===== src/rtl/ktbl_pkg.sv =====
`timescale 1ns / 1ps
// ktbl_pkg: widths, register indexes, reset values and shared types of the
// keyed token bucket limiter. No dependencies.
package ktbl_pkg;

    localparam int IDX_W      = 8;
    localparam int TOKEN_W    = 16;
    localparam int INTERVAL_W = 32;
    localparam int CFG_DATA_W = 32;
    localparam int CFG_IDX_W  = 2;

    localparam logic [CFG_IDX_W-1:0] REG_REFILL_INTERVAL = 2'd0;
    localparam logic [CFG_IDX_W-1:0] REG_BUCKET_CAPACITY = 2'd1;

    localparam logic [INTERVAL_W-1:0] RST_REFILL_INTERVAL = 32'd1000000;
    localparam logic [TOKEN_W-1:0]    RST_BUCKET_CAPACITY = 16'd10;

    // divider status towards the sequencer
    typedef struct packed {
        logic busy;
        logic done;
    } div_status_t;

endpackage


===== src/rtl/ktbl_div.sv =====
`timescale 1ns / 1ps
// ktbl_div: restoring serial divider, one quotient bit per cycle.
// Depends on ktbl_pkg.
module ktbl_div #(
    parameter int DW = 48
) (
    input  logic                              clk,
    input  logic                              rst_n,
    input  logic                              start,
    input  logic [DW-1:0]                     dividend,
    input  logic [ktbl_pkg::INTERVAL_W-1:0]   divisor,
    output logic [DW-1:0]                     quotient,
    output ktbl_pkg::div_status_t             status
);
    localparam int VW = ktbl_pkg::INTERVAL_W;
    localparam int CW = $clog2(DW + 1);
    localparam logic [CW-1:0] LAST_STEP = CW'(DW - 1);

    logic [VW-1:0] rem_reg, rem_next;
    logic [DW-1:0] quo_reg, quo_next;
    logic [VW-1:0] dvs_reg;
    logic [CW-1:0] cnt_reg;
    logic          busy_reg;
    logic          done_reg;

    logic [VW:0]   shifted;
    logic [VW:0]   diff;
    logic          take;

    always_comb
    begin
        shifted  = {rem_reg, quo_reg[DW-1]};
        diff     = shifted - {1'b0, dvs_reg};
        take     = (shifted >= {1'b0, dvs_reg});
        rem_next = take ? diff[VW-1:0] : shifted[VW-1:0];
        quo_next = {quo_reg[DW-2:0], take};
    end

    // datapath, no reset
    always_ff @(posedge clk)
    begin
        if (start)
        begin
            rem_reg <= '0;
            quo_reg <= dividend;
            dvs_reg <= divisor;
        end
        else if (busy_reg)
        begin
            rem_reg <= rem_next;
            quo_reg <= quo_next;
        end
    end

    always_ff @(posedge clk or negedge rst_n)
    begin
        if (!rst_n)
        begin
            busy_reg <= 1'b0;
            done_reg <= 1'b0;
            cnt_reg  <= '0;
        end
        else
        begin
            done_reg <= 1'b0;
            if (start)
            begin
                busy_reg <= 1'b1;
                cnt_reg  <= '0;
            end
            else if (busy_reg)
            begin
                cnt_reg <= cnt_reg + CW'(1);
                if (cnt_reg == LAST_STEP)
                begin
                    busy_reg <= 1'b0;
                    done_reg <= 1'b1;
                end
            end
        end
    end

    assign quotient    = quo_reg;
    assign status.busy = busy_reg;
    assign status.done = done_reg;

endmodule

===== config.mk =====
export PLATFORM = sky130hd
export DESIGN_NAME = ktbl_div
export DESIGN_NICKNAME = d
export VERILOG_FILES = /design/src/rtl/ktbl_pkg.sv /design/src/rtl/ktbl_div.sv
export SDC_FILE = /design/constraint.sdc
export NUM_CORES = 1
export LEC_CHECK = 0
export ABC_AREA = 1
export BUFFER_PORTS_ARGS = -buffer_cell sky130_fd_sc_hd__buf_2
export CAP_MARGIN = 10
export CORE_ASPECT_RATIO = 0.5
export CORE_MARGIN = 2
export CORE_UTILIZATION = 30
export CTS_CLUSTER_DIAMETER = 60
export DETAILED_ROUTE_END_ITERATION = 8
export PLACE_DENSITY = 0.51
export SYNTH_ARGS = -nofsm -noshare
export SYNTH_HDL_FRONTEND = slang
export SYNTH_SLANG_ARGS = --single-unit

===== constraint.sdc =====
create_clock -name clk -period 3.7 [get_ports clk]
set_clock_uncertainty 0.1 [all_clocks]
set_input_delay 0.555 -clock clk [delete_from_list [all_inputs] [get_ports clk]]
set_output_delay 0.555 -clock clk [all_outputs]
set_load 0.05 [all_outputs]

# Yosys cells after proc, flatten, opt, wreduce, memory -nomap -nowiden
# Cells that the tools add are included.
# classes
n_addsub	2
n_lt_le_gt_ge	1
eq_ne	1
n_mux	11
n_reduce_logical	1
# ops
operator	n
2-to-1 mux 48 bit	2
>= comparator 33 x 32 -> 1 bit	1
2-to-1 mux 32 bit	1
subtractor 32 bit	1
2-to-1 mux 6 bit	2
adder 6 x 1 -> 6 bit, second input constant	1
equality test 6 bit, second input constant	1
2-to-1 mux 1 bit	6
nonzero test 2 bit	1
# word_totals
register_bits	120
in_bits	83
output_inout_bits	50
elab_cells	22

# Longest topological paths before layout
# depth
depth_word	4
depth_mapped	17
depth_no_buf	16

# Worst setup path after synthesis
# Ideal clock, no wire load.
# synth_timing
kind	input to register
start	input port start
end	register quo_reg[0] (netlist: quotient[0]), enable pin
setup_ns	0.432
t_arrival_ns	2.463
setup_slack_ns	0.705
stages	4
n_path_buf	2
path_cell_list	clkbuf_1 -> nor2_1 -> inv_1 -> clkbuf_1
# synth_via
elab_chain_cells	1
# synth_rtl
item	line_no	text
start, declared	ktbl_div.sv:9	input logic start,
nonzero test 2 bit (no line)	--	
end signal, assigned	ktbl_div.sv:45	quo_reg <= dividend;
end signal, assigned	ktbl_div.sv:51	quo_reg <= quo_next;
end, declared	ktbl_div.sv:20	logic [DW-1:0] quo_reg, quo_next;
# No other way between the ends.
# A chain may end at the register's enable or synchronous reset.

# Worst setup path after layout
# layout_timing
start	register dvs_reg[22]
end	register rem_reg[23]
# layout_via
elab_chain_cells	2
# layout_rtl
item	line_no	text
start, declared	ktbl_div.sv:21	logic [VW-1:0] dvs_reg;
start signal, assigned	ktbl_div.sv:46	dvs_reg <= divisor;
subtractor 32 bit / >= comparator 33 x 32 -> 1 bit (equally long branches)	ktbl_div.sv:33, ktbl_div.sv:34	
2-to-1 mux 32 bit (*)	ktbl_div.sv:35	rem_next = take ? diff[VW-1:0] : shifted[VW-1:0];
end signal, assigned	ktbl_div.sv:50	rem_reg <= rem_next;
end, declared	ktbl_div.sv:19	logic [VW-1:0] rem_reg, rem_next;
# Every way passes the cells marked *; elsewhere a longest branch is shown, timed or not.

==> impl_metrics.yaml <==
clock_tree:
  clock_sinks: 120
  htree_levels: 4
  cts_tree: "built"
  cts-buffers-inserted: 17
  cts.path.max_buffers: 2
  clk_pin_slew_ns: 0.06
  cts-resized-gates: 0
  clockRootBuffer: "clkbuf_16"
  postCtsHoldBufs: 1
  cts_setup_buffers: 0
  clk-insertion-delay-late_ns: 0.44
timing:
  timing.hold.ws_ns: 0.187
  fin_ws_ns: 1.07
  period_share_pct: 71.2
  fmax_mhz: 380
  max_slew_margin_pct: 36.4
  setup_violations: 0
  slew_violations: 0
  rsz0062_at_grt: "false"
  worst_slew_pin_slew_ns: 0.954
  finalHoldViolations: 0
  setup_tns_ns: 0
  period_minus_slack_ns: 2.63
yosys:
  synth_xor_area_share_pct: 1.60
  synth.area.mux_share_pct: 0
  synth_compound_area_share_pct: 3.53
  ys_seq_area_share_pct: 42.4
  synth.distinct_cells: 41
  synth_top_family_by_area: "simple AND/OR/NAND/NOR gates"
  avgSynthCellArea_um2: 7.20
  syn_nets: 1179
  yosysTopAreaCell: "edfxtp_1"
  synth_area_leaders: "edfxtp_1 31%, nand2_1 22%, inv_1 8.6%"
  synth_fa_ha_area_share_pct: 5.66
  synth_top_area_share_pct: 31.4
  synthesis.yosys.warnings: 0
  synth_simple_gate_area_share_pct: 35.6
  netlist_instances: 1062
  synth_area_um2: 7650
  synth_seq_cells: 120
placement:
  gp_congestion: 0.948
  place_hpwl_mm: 15.8
  io_buffers: 132
  dp_cells: 1514
  post-place-ws_ns: 1.03
min_path:
  min_from: "divisor[14]"
  whs_endpoint: "dvs_reg[14]"
  hold_depth: 1
  hp-class: "input pin to flip-flop"
die:
  start_util_pct: 30.4
  die_width_um: 230
  die-area_um2: 26900
  core-area_um2: 25100
  rows: 41
  io_pins: 133
  fp.dieH_um: 117
grt:
  antenna_found_initial: 0
  track_usage_pct: 16.4
  grt_pass1_wl_mm: 34.0
  grt_use_met3_pct: 4.75
  use_met2_pct: 27.0
  use_met1_pct: 21.2
  grt.overflow.total: 0
  grt_pass1_vias: 6591
  grt_busiest_layer: "met2"
  grt_start_max_net_pins: 56
worst_setup_path:
  cpMostUsedCell: "nand2_1"
  worst_setup_path_end_kind: "flip-flop"
  max_stage_delay_ns: 0.48
  worstPathArrival_ns: 2.91
  required_ns: 3.98
  reg2reg_depth: 13
  r2r-end: "rem_reg[23]"
  cp_cell_sequence: "inv_1 -> ha_1 -> nand2_1 -> nand2_1 -> a21oi_2 -> nand2_1 -> nand2_1 -> nand2_2 -> nor2_8 -> nand2_8 -> nand2_1 -> nand3_1 -> nand2_1"
  reg2reg_slack_ns: 1.07
  crit_family: "simple AND/OR/NAND/NOR gates"
  reg2reg_from: "dvs_reg[22]"
  critical_path_class: "flip-flop to flip-flop"
  critPathLaunchType: "flip-flop"
  critPathMaxFanout: 34
  slowest_stage: "nor2_8"
  critPathBufInv: 1
detailed_routing:
  num_vias: 6856
  via_per_inst: 4.43
  avgRoutedWirePerCell_um: 13.6
  first_pass_iters: 5
  routed_wl_mm: 21.0
  ant_nets: 0
  drt-initial-drc-count: 313
  route.detailed.drc: 0
finish:
  fin_nets: 1307
  largest_reg_flops: 48
  syn2layout_area_growth_pct: 20.3
  final_cells: 1547
  drive_gt1_share_pct: 16.9
  diodes: 0
outcome:
  status: "finished clean"
pwr:
  p_leak_nw: 4.92
  finalPower_mw: 5.86
  vdd_drop_max_uv: 248
  powerDensity_nw_per_um2: 637
flow_run:
  max_cap_viol_count: 0
[kinds of logic after synthesis]
group           count (synthesis)
simple gates                  635
xor+xnor                       14
compound gates                 49
fa+ha+maj                      34
flops                         120
buf+inv                       210
[power breakdown]
part	total [mW]	internal, mW	leakage, nW	switching [mW]
logic	2.44	0.823	3.43	1.62
registers	1.77	1.65	1.21	0.122
clock network	1.65	0.989	0.283	0.658
[per-layer routing]
| metal | share of wire, % | vias to the layer above | wire (µm) |
|---|---|---|---|
| li1 | - | 3564 | - |
| met1 | 49 | 3142 | 10300 |
| met2 | 45 | 133 | 9420 |
| met3 | 5.2 | 17 | 1100 |
| met4 | 1.0 | 0 | 217 |
| met5 | 0 | - | 0 |
[cell usage after synthesis (all sizes together)]
cell type / count
a21oi: 24
a22o: 1
a31oi: 1
and2: 3
buf: 15
clkbuf: 13
clkinv: 4
dfrtp: 8
dfxtp: 32
edfxtp: 80
fa: 1
ha: 33
inv: 178
nand2: 466
nand3: 83
nand3b: 14
nand4: 8
nor2: 53
nor3: 6
nor4: 1
nor4b: 1
o21a: 2
o21ai: 18
o21bai: 3
xnor2: 13
xor2: 1
[cells in the final DEF, fill, tap and decap left out, types with 10 or more instances in the layout]
master	netlist	routed
nand2_1	454	454
inv_1	175	174
buf_2	5	131
edfxtp_1	80	80
nand3_1	78	78
nor2_1	43	42
ha_1	33	33
dfxtp_1	32	32
a21oi_1	22	22
clkbuf_16	0	17
nand3b_1	14	14
xnor2_1	13	13
o21ai_1	10	10
nand2_2	10	10
[stage by stage]
stage | util, % | cell area (µm²)
2_1_floorplan | - | 7650
3_3_place_gp | 34.3 | 8610
4_1_cts | 36.6 | 9200
5_1_grt | 36.6 | 9200
6_report | 36.6 | 9200
3_5_place_dp | 34.3 | 8610
[worst max path at each step]
stage                startpoint          end  slack, ns  cells past startpoint
finish              dvs_reg[22]  rem_reg[23]       1.07                     13
global route        dvs_reg[16]  rem_reg[23]       0.79                     15
CTS                 dvs_reg[22]   rem_reg[0]       1.04                     13
detailed placement  dvs_reg[22]   rem_reg[0]       1.03                     13
global placement    dvs_reg[22]   rem_reg[4]       1.15                     13
floorplan                 start  quotient[0]       0.71                      4
[final cells by class]
class	instances	area [µm²]
fill	2751	15900
sequential	120	3240
tap	344	430
multi-input combinational	732	3550
clock buffer	17	425
clock inverter	15	153
timing repair buffer	137	716
inverter	182	683
Power figures use the tool's default switching activity.
